### src/rtl/assert_macros.svh
// assertion macros used by the allocator unit
`ifndef ASSERT_MACROS_SVH
`define ASSERT_MACROS_SVH

`ifndef ASSERT_OFF
// property that must hold at every clock edge outside reset
`define ASSERT_CLK(lbl, clk, rst, prop) \
  lbl: assert property (@(posedge clk) disable iff (rst) prop) \
    else $error("assertion failed");
// condition that must never be seen outside reset
`define ASSERT_NEVER(lbl, clk, rst, expr) \
  lbl: assert property (@(posedge clk) disable iff (rst) !(expr)) \
    else $error("forbidden condition seen");
`else
`define ASSERT_CLK(lbl, clk, rst, prop)
`define ASSERT_NEVER(lbl, clk, rst, expr)
`endif

`endif

### src/rtl/gia_pkg.sv
// package of the grouped inode bitmap allocator: field widths, codes, defaults
package gia_pkg;

  // payload field widths
  localparam int OP_W     = 2;
  localparam int INODE_W  = 12;
  localparam int GROUP_W  = 5;
  localparam int STATUS_W = 2;

  // default geometry
  localparam int DEF_NUM_GROUPS       = 8;
  localparam int DEF_INODES_PER_GROUP = 256;

  // operation codes
  localparam logic [OP_W-1:0] OP_ALLOC = 2'd0;
  localparam logic [OP_W-1:0] OP_FREE  = 2'd1;
  localparam logic [OP_W-1:0] OP_MARK  = 2'd2;
  localparam logic [OP_W-1:0] OP_QUERY = 2'd3;

  // status codes
  localparam logic [STATUS_W-1:0] STS_OK        = 2'd0;
  localparam logic [STATUS_W-1:0] STS_NO_FREE   = 2'd1;
  localparam logic [STATUS_W-1:0] STS_BAD_INODE = 2'd2;
  localparam logic [STATUS_W-1:0] STS_BAD_GROUP = 2'd3;

  // bitmap byte with every inode in use
  localparam logic [7:0] FULL_BYTE = 8'hff;

endpackage

### src/rtl/gia_req_if.sv
// request channel: operation, inode number and preferred group
interface gia_req_if import gia_pkg::*; ();
  logic                      valid;
  logic                      ready;
  logic [OP_W-1:0]           operation;
  logic [INODE_W-1:0]        inode_number;
  logic signed [GROUP_W-1:0] preferred_group;

  modport source (output valid, operation, inode_number, preferred_group, input ready);
  modport sink   (input valid, operation, inode_number, preferred_group, output ready);
endinterface

### src/rtl/gia_rsp_if.sv
// response channel: status, allocated inode, bit state and total free count
interface gia_rsp_if import gia_pkg::*; ();
  logic                valid;
  logic                ready;
  logic [STATUS_W-1:0] status;
  logic [INODE_W-1:0]  allocated_inode;
  logic                in_use;
  logic [INODE_W-1:0]  total_free_count;

  modport source (output valid, status, allocated_inode, in_use, total_free_count,
                  input ready);
  modport sink   (input valid, status, allocated_inode, in_use, total_free_count,
                  output ready);
endinterface

### src/rtl/grouped_inode_bitmap_allocator_unit.sv
// Free, mark used and query pass through the decode, address, read-data and done states;
// errors go from decode straight to done. Allocate stays in read-data for each full bitmap
// byte skipped in the chosen group. A new item is accepted only in idle, after the last result
// has been loaded, and the allocate scan is bounded by the byte-per-cycle read of the bitmap ram.
// Reset: a clearing pass over all NUM_GROUPS * BYTES_PER_GROUP bytes (256 by default) zeroes
// the bitmap ram with ready low; counts load at once to full.
`include "assert_macros.svh"
module grouped_inode_bitmap_allocator_unit import gia_pkg::*; #(
  parameter int NUM_GROUPS       = DEF_NUM_GROUPS,
  parameter int INODES_PER_GROUP = DEF_INODES_PER_GROUP
) (
  input logic       clk,
  input logic       rst,
  gia_req_if.sink   req,
  gia_rsp_if.source rsp
);

  localparam int BYTES_PER_GROUP = (INODES_PER_GROUP + 7) / 8;
  localparam int DEPTH           = NUM_GROUPS * BYTES_PER_GROUP;
  localparam int TOTAL_INODES    = NUM_GROUPS * INODES_PER_GROUP;
  localparam int ADDR_W          = (DEPTH > 1) ? $clog2(DEPTH) : 1;
  localparam int GRP_W           = (NUM_GROUPS > 1) ? $clog2(NUM_GROUPS) : 1;
  localparam int BYTE_W          = (BYTES_PER_GROUP > 1) ? $clog2(BYTES_PER_GROUP) : 1;
  localparam int CNT_W           = $clog2(INODES_PER_GROUP + 1);
  localparam int TOT_W           = $clog2(TOTAL_INODES + 1);
  localparam int CALC_W          = (TOT_W > INODE_W) ? TOT_W : INODE_W;
  localparam int LAST_BITS       = INODES_PER_GROUP % 8;
  localparam logic [7:0] PAD_MASK =
    (LAST_BITS == 0) ? 8'h00 : 8'(~((8'h01 << LAST_BITS) - 8'h01));

  // state codes
  localparam logic [2:0] S_CLEAR  = 3'd0;
  localparam logic [2:0] S_IDLE   = 3'd1;
  localparam logic [2:0] S_DECODE = 3'd2;
  localparam logic [2:0] S_ADDR   = 3'd3;
  localparam logic [2:0] S_RDATA  = 3'd4;
  localparam logic [2:0] S_DONE   = 3'd5;

  logic [2:0]          state;
  logic [2:0]          state_next;
  logic [ADDR_W-1:0]   clr_addr;
  logic [CNT_W-1:0]    counts [NUM_GROUPS];
  logic [TOT_W-1:0]    total;

  // latched request and working registers
  logic [OP_W-1:0]     op_r;
  logic [INODE_W-1:0]  inum_r;
  logic [GROUP_W-1:0]  grp_r;
  logic [GRP_W-1:0]    g_r;
  logic [CALC_W-1:0]   off_r;
  logic [BYTE_W-1:0]   byte_r;
  logic [2:0]          bit_r;
  logic [ADDR_W-1:0]   rd_addr;
  logic [ADDR_W-1:0]   rd_addr_next;
  logic [STATUS_W-1:0] res_status;
  logic                res_in_use;

  // response registers
  logic                rsp_valid;
  logic [STATUS_W-1:0] rsp_status;
  logic [INODE_W-1:0]  rsp_inode;
  logic                rsp_in_use;
  logic [INODE_W-1:0]  rsp_total;

  // ram port signals
  logic                ram_we;
  logic [ADDR_W-1:0]   ram_waddr;
  logic [7:0]          ram_wdata;
  logic [7:0]          rdata;

  // decode and scan helpers
  logic                bad_grp;
  logic [GRP_W-1:0]    pick_g;
  logic                pick_ok;
  logic [GRP_W-1:0]    pref_g;
  logic [GRP_W-1:0]    alloc_g;
  logic                alloc_ok;
  logic [CALC_W-1:0]   inum_ext;
  logic [CALC_W-1:0]   off;
  logic                bad_inode;
  logic [GRP_W-1:0]    inode_g;
  logic [CALC_W-1:0]   loc_off;
  logic [ADDR_W-1:0]   group_base;
  logic [7:0]          byte_v;
  logic                full;
  logic                last_byte;
  logic [2:0]          low_zero;
  logic [7:0]          bit_mask;
  logic                cur_set;
  logic                cnt_inc;
  logic                cnt_dec;
  logic                res_load;
  logic [STATUS_W-1:0] res_status_next;
  logic                res_in_use_next;
  logic                rsp_load;
  logic [INODE_W-1:0]  done_inode;

  gia_ram #(
    .WIDTH (8),
    .DEPTH (DEPTH)
  ) u_bitmap (
    .clk   (clk),
    .we    (ram_we),
    .waddr (ram_waddr),
    .wdata (ram_wdata),
    .raddr (rd_addr_next),
    .rdata (rdata)
  );

  // group choice for allocate
  always_comb begin
    pick_g  = '0;
    pick_ok = 1'b0;
    for (int k = NUM_GROUPS - 1; k >= 0; k--) begin
      if (counts[k] != '0) begin
        pick_g  = GRP_W'(k);
        pick_ok = 1'b1;
      end
    end
    bad_grp  = !grp_r[GROUP_W-1] &&
               ({1'b0, grp_r[GROUP_W-2:0]} >= GROUP_W'(NUM_GROUPS));
    pref_g   = grp_r[GRP_W-1:0];
    alloc_g  = grp_r[GROUP_W-1] ? pick_g : pref_g;
    alloc_ok = grp_r[GROUP_W-1] ? pick_ok : (counts[pref_g] != '0);
  end

  // group of an inode number by compare against the group bases
  always_comb begin
    inum_ext  = CALC_W'(inum_r);
    off       = inum_ext - CALC_W'(1);
    bad_inode = (inum_r == '0) || (inum_ext > CALC_W'(TOTAL_INODES));
    inode_g   = '0;
    for (int k = 1; k < NUM_GROUPS; k++) begin
      if (off >= CALC_W'(k * INODES_PER_GROUP)) begin
        inode_g = GRP_W'(k);
      end
    end
  end

  // byte address and bit of the addressed entry
  always_comb begin
    loc_off    = off_r - CALC_W'(32'(g_r) * INODES_PER_GROUP);
    group_base = ADDR_W'(32'(g_r) * BYTES_PER_GROUP);
    last_byte  = (byte_r == BYTE_W'(BYTES_PER_GROUP - 1));
    byte_v     = rdata | (last_byte ? PAD_MASK : 8'h00);
    full       = (byte_v == FULL_BYTE);
    low_zero   = 3'd0;
    for (int i = 7; i >= 0; i--) begin
      if (!byte_v[i]) begin
        low_zero = 3'(i);
      end
    end
    bit_mask   = 8'h01 << bit_r;
    cur_set    = rdata[bit_r];
    done_inode = INODE_W'(32'(g_r) * INODES_PER_GROUP + 32'(byte_r) * 8 +
                          32'(bit_r) + 1);
  end

  // sequencer: decode, read, modify and write back
  always_comb begin
    state_next      = state;
    ram_we          = 1'b0;
    ram_waddr       = rd_addr;
    ram_wdata       = rdata;
    rd_addr_next    = rd_addr;
    cnt_inc         = 1'b0;
    cnt_dec         = 1'b0;
    res_load        = 1'b0;
    res_status_next = STS_OK;
    res_in_use_next = 1'b0;
    rsp_load        = 1'b0;
    case (state)
      S_CLEAR: begin
        ram_we    = 1'b1;
        ram_waddr = clr_addr;
        ram_wdata = 8'h00;
        if (clr_addr == ADDR_W'(DEPTH - 1)) begin
          state_next = S_IDLE;
        end
      end
      S_IDLE: begin
        if (req.valid) begin
          state_next = S_DECODE;
        end
      end
      S_DECODE: begin
        if (op_r == OP_ALLOC) begin
          if (bad_grp) begin
            res_load        = 1'b1;
            res_status_next = STS_BAD_GROUP;
            state_next      = S_DONE;
          end else if (!alloc_ok) begin
            res_load        = 1'b1;
            res_status_next = STS_NO_FREE;
            state_next      = S_DONE;
          end else begin
            state_next = S_ADDR;
          end
        end else if (bad_inode) begin
          res_load        = 1'b1;
          res_status_next = STS_BAD_INODE;
          state_next      = S_DONE;
        end else begin
          state_next = S_ADDR;
        end
      end
      S_ADDR: begin
        if (op_r == OP_ALLOC) begin
          rd_addr_next = group_base;
        end else begin
          rd_addr_next = group_base + ADDR_W'(loc_off >> 3);
        end
        state_next = S_RDATA;
      end
      S_RDATA: begin
        if (op_r == OP_ALLOC) begin
          if (full) begin
            if (last_byte) begin
              res_load        = 1'b1;
              res_status_next = STS_NO_FREE;
              state_next      = S_DONE;
            end else begin
              rd_addr_next = rd_addr + ADDR_W'(1);
            end
          end else begin
            ram_we          = 1'b1;
            ram_wdata       = rdata | (8'h01 << low_zero);
            cnt_dec         = 1'b1;
            res_load        = 1'b1;
            res_in_use_next = 1'b1;
            state_next      = S_DONE;
          end
        end else begin
          res_load   = 1'b1;
          state_next = S_DONE;
          if (op_r == OP_FREE && cur_set) begin
            ram_we          = 1'b1;
            ram_wdata       = rdata & ~bit_mask;
            cnt_inc         = 1'b1;
            res_in_use_next = 1'b0;
          end else if (op_r == OP_MARK && !cur_set) begin
            ram_we          = 1'b1;
            ram_wdata       = rdata | bit_mask;
            cnt_dec         = 1'b1;
            res_in_use_next = 1'b1;
          end else begin
            res_in_use_next = cur_set;
          end
        end
      end
      S_DONE: begin
        if (!rsp_valid || rsp.ready) begin
          rsp_load   = 1'b1;
          state_next = S_IDLE;
        end
      end
      default: begin
        state_next = S_IDLE;
      end
    endcase
  end

  // control state, counts and response valid
  always_ff @(posedge clk) begin
    if (rst) begin
      state     <= S_CLEAR;
      clr_addr  <= '0;
      total     <= TOT_W'(TOTAL_INODES);
      rsp_valid <= 1'b0;
      for (int k = 0; k < NUM_GROUPS; k++) begin
        counts[k] <= CNT_W'(INODES_PER_GROUP);
      end
    end else begin
      state <= state_next;
      if (state == S_CLEAR) begin
        clr_addr <= clr_addr + ADDR_W'(1);
      end
      if (cnt_dec) begin
        counts[g_r] <= counts[g_r] - CNT_W'(1);
        total       <= total - TOT_W'(1);
      end else if (cnt_inc) begin
        counts[g_r] <= counts[g_r] + CNT_W'(1);
        total       <= total + TOT_W'(1);
      end
      if (rsp_load) begin
        rsp_valid <= 1'b1;
      end else if (rsp.ready) begin
        rsp_valid <= 1'b0;
      end
    end
  end

  // working and response payload registers
  always_ff @(posedge clk) begin
    rd_addr <= rd_addr_next;
    if (state == S_IDLE && req.valid) begin
      op_r   <= req.operation;
      inum_r <= req.inode_number;
      grp_r  <= req.preferred_group;
    end
    if (state == S_DECODE) begin
      g_r    <= (op_r == OP_ALLOC) ? alloc_g : inode_g;
      off_r  <= off;
      byte_r <= '0;
    end
    if (state == S_ADDR && op_r != OP_ALLOC) begin
      bit_r <= loc_off[2:0];
    end
    if (state == S_RDATA && op_r == OP_ALLOC) begin
      if (full) begin
        byte_r <= byte_r + BYTE_W'(1);
      end else begin
        bit_r <= low_zero;
      end
    end
    if (res_load) begin
      res_status <= res_status_next;
      res_in_use <= res_in_use_next;
    end
    if (rsp_load) begin
      rsp_status <= res_status;
      rsp_in_use <= res_in_use;
      rsp_total  <= INODE_W'(total);
      rsp_inode  <= (op_r == OP_ALLOC && res_status == STS_OK) ? done_inode : '0;
    end
  end

  // channel outputs
  assign req.ready            = (state == S_IDLE);
  assign rsp.valid            = rsp_valid;
  assign rsp.status           = rsp_status;
  assign rsp.allocated_inode  = rsp_inode;
  assign rsp.in_use           = rsp_in_use;
  assign rsp.total_free_count = rsp_total;

  // checks on the counts and the write path
  `ASSERT_NEVER(a_total_range, clk, rst, total > TOT_W'(TOTAL_INODES))
  `ASSERT_NEVER(a_cnt_underflow, clk, rst, cnt_dec && (counts[g_r] == '0 || total == '0))
  `ASSERT_NEVER(a_cnt_overflow, clk, rst, cnt_inc && counts[g_r] == CNT_W'(INODES_PER_GROUP))
  `ASSERT_CLK(a_write_src, clk, rst, ram_we |-> (state == S_CLEAR || state == S_RDATA))
  `ASSERT_CLK(a_rsp_from_done, clk, rst, $rose(rsp_valid) |-> $past(state) == S_DONE)

endmodule

### src/rtl/gia_ram.sv
// generic single-write, single-read ram with registered read data
module gia_ram #(
  parameter int WIDTH = 8,
  parameter int DEPTH = 256,
  localparam int ADDR_W = (DEPTH > 1) ? $clog2(DEPTH) : 1
) (
  input  logic              clk,
  input  logic              we,
  input  logic [ADDR_W-1:0] waddr,
  input  logic [WIDTH-1:0]  wdata,
  input  logic [ADDR_W-1:0] raddr,
  output logic [WIDTH-1:0]  rdata
);

  logic [WIDTH-1:0] mem [DEPTH];

  // write port and registered read port
  always_ff @(posedge clk) begin
    if (we) begin
      mem[waddr] <= wdata;
    end
    rdata <= mem[raddr];
  end

endmodule

### src/flat_wrapper.sv
// flat-port wrapper written by rule: the top's interface ports become plain ports
module grouped_inode_bitmap_allocator_unit_flat import gia_pkg::*;
#(
  parameter int NUM_GROUPS       = DEF_NUM_GROUPS,
  parameter int INODES_PER_GROUP = DEF_INODES_PER_GROUP
)
  (clk, rst, req_valid, req_operation, req_inode_number, req_preferred_group, req_ready, rsp_valid, rsp_status, rsp_allocated_inode, rsp_in_use, rsp_total_free_count, rsp_ready);
  gia_req_if req_i ();
  gia_rsp_if rsp_i ();
  input logic clk;
  input logic rst;
  input wire logic [$bits(req_i.valid)-1:0] req_valid;
  input wire logic [$bits(req_i.operation)-1:0] req_operation;
  input wire logic [$bits(req_i.inode_number)-1:0] req_inode_number;
  input wire logic [$bits(req_i.preferred_group)-1:0] req_preferred_group;
  output wire logic [$bits(req_i.ready)-1:0] req_ready;
  output wire logic [$bits(rsp_i.valid)-1:0] rsp_valid;
  output wire logic [$bits(rsp_i.status)-1:0] rsp_status;
  output wire logic [$bits(rsp_i.allocated_inode)-1:0] rsp_allocated_inode;
  output wire logic [$bits(rsp_i.in_use)-1:0] rsp_in_use;
  output wire logic [$bits(rsp_i.total_free_count)-1:0] rsp_total_free_count;
  input wire logic [$bits(rsp_i.ready)-1:0] rsp_ready;
  assign req_i.valid = req_valid;
  assign req_i.operation = req_operation;
  assign req_i.inode_number = req_inode_number;
  assign req_i.preferred_group = req_preferred_group;
  assign req_ready = req_i.ready;
  assign rsp_valid = rsp_i.valid;
  assign rsp_status = rsp_i.status;
  assign rsp_allocated_inode = rsp_i.allocated_inode;
  assign rsp_in_use = rsp_i.in_use;
  assign rsp_total_free_count = rsp_i.total_free_count;
  assign rsp_i.ready = rsp_ready;
  grouped_inode_bitmap_allocator_unit #(.NUM_GROUPS(NUM_GROUPS), .INODES_PER_GROUP(INODES_PER_GROUP)) u_core (.clk(clk), .rst(rst), .req(req_i), .rsp(rsp_i));
endmodule
### config.mk
export PLATFORM = sky130hd
export DESIGN_NAME = grouped_inode_bitmap_allocator_unit_flat
export DESIGN_NICKNAME = d
export VERILOG_FILES = /design/src/rtl/gia_pkg.sv /design/src/rtl/gia_req_if.sv /design/src/rtl/gia_rsp_if.sv /design/src/rtl/grouped_inode_bitmap_allocator_unit.sv /design/src/rtl/gia_ram.sv /design/src/flat_wrapper.sv
export VERILOG_INCLUDE_DIRS = /design/src /design/src/rtl
export SDC_FILE = /design/constraint.sdc
export NUM_CORES = 2
export LEC_CHECK = 0
export ABC_AREA = 1
export BUFFER_PORTS_ARGS = -buffer_cell sky130_fd_sc_hd__clkbuf_2
export CAP_MARGIN = 10
export CORE_MARGIN = 1.5
export CORE_UTILIZATION = 45
export CTS_BUF_LIST = sky130_fd_sc_hd__clkbuf_16
export CTS_CLUSTER_SIZE = 28
export DETAILED_ROUTE_END_ITERATION = 7
export GPL_TIMING_DRIVEN = 0
export PLACE_DENSITY = 0.7
export SYNTH_ARGS = -nofsm -noshare
export SYNTH_HDL_FRONTEND = slang
export SYNTH_HIERARCHICAL = 1
export SYNTH_SLANG_ARGS = --single-unit
### constraint.sdc
create_clock -name clk -period 22.1 [get_ports clk]
set_input_delay 1.105 -clock clk [delete_from_list [all_inputs] [get_ports clk]]
set_output_delay 1.105 -clock clk [all_outputs]
set_load 0.05 [all_outputs]
==> impl_metrics.json <==
{
  "cts_buffers": 224,
  "startpoint_type": "flop",
  "viasPerCell": 6.236,
  "cpPeakStageDelay_ns": 1.12,
  "stdcell_count": 11460,
  "grt_max_degree": 52,
  "cp_cell_sequence": "nor2_4, inv_2, nor2_2, clkbuf_1, nor2_1, nand2_1, nand3_1, inv_1, clkbuf_1, clkbuf_1, nand3_1, nand3_1, nand3_1, nand3_1, nand2_1, nand2_1, nand2_1",
  "crit_family": "buffers and inverters",
  "htree_levels": 4,
  "synth_area_per_cell_um2": 11.44,
  "drt_iter0_drc": 12700,
  "irDropWorstVdd_mv": 0.1120,
  "synth_edf_count": 2183,
  "setup_ws_ns": 15.71,
  "p_switching_w": 0.007547,
  "p_leak_nw": 38.35,
  "yosysWarnings": 6,
  "postRouteAntennaNets": 0,
  "die_w_um": 457.9,
  "async_flop_share_pct": 0,
  "core_area_um2": 205200,
  "dieArea_um2": 209700,
  "antenna_found_initial": 17,
  "finalNetCount": 8625,
  "hold_violations": 0,
  "crit_type": "reg -> reg",
  "slew_headroom_pct": -3.009,
  "layout_min_cycle_time_ns": 6.390,
  "finalCritPeriodShare_pct": 28.91,
  "status": "complete, but fails checks",
  "synth_seq_area_share_pct": 71.55,
  "regToRegStartpoint": "u_core/state[1]",
  "seq_area_um2": 66630,
  "ys_types": 55,
  "endpoint_kind": "flop",
  "crit_required_ns": 22.86,
  "finalSetupViolCount": 0,
  "grtUsageTotal_pct": 34.13,
  "row_count": 166,
  "grt_pass1_wl_um": 498800,
  "drc": 1,
  "p_sw_share_pct": 44.55,
  "hpwlAfterDp_um": 259500,
  "syn_area_um2": 93120,
  "cp-startpoint": "u_core/state[1]",
  "cts_sinks": 2237,
  "utilization_pct": 51.99,
  "final_area_um2": 106700,
  "cts_setup_buffers": 0,
  "synth_largest_area_cell": "edfxtp_1",
  "cts_hold_buf": 0,
  "finalWeightedCongestion": 1.038,
  "port_buffers": 50,
  "drv_slew": 22,
  "num-fill-cells": 17370,
  "pre_cts_slack_ns": 16.29,
  "synth_top_area_share_pct": 70.39,
  "hold_path_startpoint": "req_inode_number[7]",
  "fin_worst_skew_ns": 0.04600,
  "crit_arrival_ns": 7.15,
  "grt-ovfl-total": 0,
  "tightest_slew_ns": 1.545,
  "worstSkewPairLatency_ns": 0.91,
  "multiInputGateArea_um2": 23430,
  "worst_path_max_delay_cell": "clkbuf_1",
  "synth_ff_type": "edfxtp_1",
  "path_clk_slew_ns": 0.06,
  "synth-seq-cells": 2237,
  "dp_cells": 11020,
  "intPower_w": 0.009393,
  "crit_path_frequent_cell": "nand3_1",
  "rsz0062_at_grt": "no",
  "clkPwrFrac_pct": 22.6,
  "dieHeight_um": 457.9,
  "drv_cap": 3,
  "drive_gt1_share_pct": 10.76,
  "synthTopCellsByArea": "edfxtp_1 70%, nand3_1 11%, nand2_1 9.5%",
  "crit_buf_inv": 5,
  "wl_um": 366300,
  "cts_resized": 0,
  "wire_per_inst_um": 31.98,
  "worstPathMaxFanout": 10,
  "power_frac_seq_pct": 33.1,
  "syn_nets": 8193,
  "violations": "design-rule violations, max-capacitance violations, max-slew violations",
  "clk_path_buf_depth": 3,
  "grt_pass1_vias": 65880,
  "hp-class": "in -> reg",
  "area_delta_synth_final_pct": 14.56,
  "netlist_top_cells_count": "2,347 x nand2_1, 2,183 x edfxtp_1, 2,087 x nand3_1",
  "syn_inst": 8138,
  "combPwrFrac_pct": 44.4,
  "cts_tree": "built",
  "cts-root-buf": "clkbuf_16",
  "fin_tns_setup_ns": 0,
  "io_pins": 52,
  "dpl-instance-area_um2": 99100,
  "yosysMostFrequentCell": "nand2_1",
  "start_util_pct": 45.38,
  "vias": 71430,
  "power-per-cell-area_nw_per_um2": 158.8,
  "dr.pass1.iters": 8,
  "fmax_mhz": 156.5
}
metrics by stage:
step | hold WS, ns | power, W
final | 0.3902 | 0.01694
after global routing | 0.3622 | 0.01719
after CTS | 0.3477 | 0.01651
after detailed placement | 0.4459 | 0.01274
after global placement | 0.4477 | 0.01330
after floorplan | 0.4003 | 0.009598
final cells by class:
| cell class | instances | share of cell area [%] |
|---|---|---|
| sequential | 2237 | 62.46 |
| multi-input combinational | 5227 | 21.96 |
| clock buffer | 227 | 5.324 |
| tap | 2688 | 3.152 |
| timing repair buffer | 206 | 2.519 |
| buffer | 508 | 2.402 |
| clock inverter | 189 | 1.580 |
| inverter | 166 | 0.5864 |
| antenna | 8 | 0.01876 |
registers in the layout, indices dropped and copies added, names as in the netlist, 2 cells and up, named ones only:
name and cells:
u_core/g_r 3, u_core/state 3, u_core/grp_r 5, u_core/byte_r 5, u_core/inum_ext 12, u_core/u_bitmap/rdata 8, u_core/counts 72, u_core/res_status 2
u_core/off_r 11, u_core/op_r 2, u_core/u_bitmap/mem 2048, u_core/rd_addr 8, u_core/total 12, u_core/rsp.total_free_count 12, u_core/bit_r 3, u_core/rsp.allocated_inode 12
u_core/rsp.status 2, u_core/clr_addr 8
worst reg2reg max path, stage by stage, from the launching register on:
cell and delay (ns):
dfxtp_1 0.37, nor2_4 0.37, inv_2 0.11, nor2_2 0.25
clkbuf_1 0.49, nor2_1 0.27, nand2_1 0.13, nand3_1 0.31
inv_1 0.30, clkbuf_1 0.98, clkbuf_1 1.13, nand3_1 0.30
nand3_1 0.16, nand3_1 0.21, nand3_1 0.42, nand2_1 0.30
nand2_1 0.13, nand2_1 0.06
per-layer routing:
metal / GRT usage, % / up-vias / share of wire, %
met5: 0 / - / 0.026
met4: 21.69 / 12 / 7.7
met3: 10.85 / 1293 / 15
met2: 50.91 / 6079 / 43
met1: 43.12 / 34410 / 34
li1: - / 29640 / -
final timing paths:
path	slack, ns	depth (start not counted)	end
setup / recovery	15.71	17	u_core/u_bitmap/rdata[4]
hold / removal	0.39	1	u_core/inum_ext[7]
setup reg to reg	15.71	17	u_core/u_bitmap/rdata[4]
hold reg to reg	0.45	0	u_core/rsp.status[0]
kinds of logic (layout without fill, tap and decap cells):
group | count (synthesis) | count (layout) | synth area share [%]
other | 0 | 8 | 0
and+or+nand+nor | 4963 | 4963 | 23.05
AOI/OAI and AO/OA | 209 | 209 | 1.297
xor gates and xnor gates | 23 | 23 | 0.2244
DFF | 2237 | 2237 | 71.55
adders and majority gates | 32 | 32 | 0.4622
buffers and inverters | 674 | 1296 | 3.418
cells in the final DEF (no fill, tap or decap), types with 6 or more instances in the layout:
| master | instances |
|---|---|
| nand2_1 | 2347 |
| edfxtp_1 | 2183 |
| nand3_1 | 2087 |
| nor2_1 | 442 |
| buf_2 | 274 |
| clkbuf_16 | 227 |
| inv_1 | 196 |
| clkbuf_1 | 123 |
| o21ai_0 | 77 |
| buf_4 | 74 |
| a21oi_1 | 72 |
| clkbuf_2 | 54 |
| dfxtp_1 | 54 |
| buf_6 | 53 |
| clkinv_2 | 45 |
| clkinv_1 | 43 |
| buf_1 | 43 |
| buf_8 | 35 |
| buf_12 | 33 |
| ha_1 | 28 |
| nor3_1 | 27 |
| bufinv_16 | 25 |
| buf_16 | 22 |
| nor2_2 | 20 |
| inv_2 | 19 |
| xor2_1 | 17 |
| clkinvlp_4 | 13 |
| o211ai_1 | 13 |
| diode_2 | 8 |
| or2_2 | 8 |
| nand4_1 | 7 |
| clkinv_16 | 6 |
power groups by stage:
stage	sequential [W]	clock (W)	combinational (W)
final	0.00560	0.00383	0.00751
after global routing	0.00561	0.00400	0.00759
after CTS	0.00560	0.00384	0.00708
after detailed placement	0.00569	0	0.00705
after global placement	0.00683	0	0.00647
after floorplan	0.00619	0	0.00341
Power figures use the tool's default switching activity.
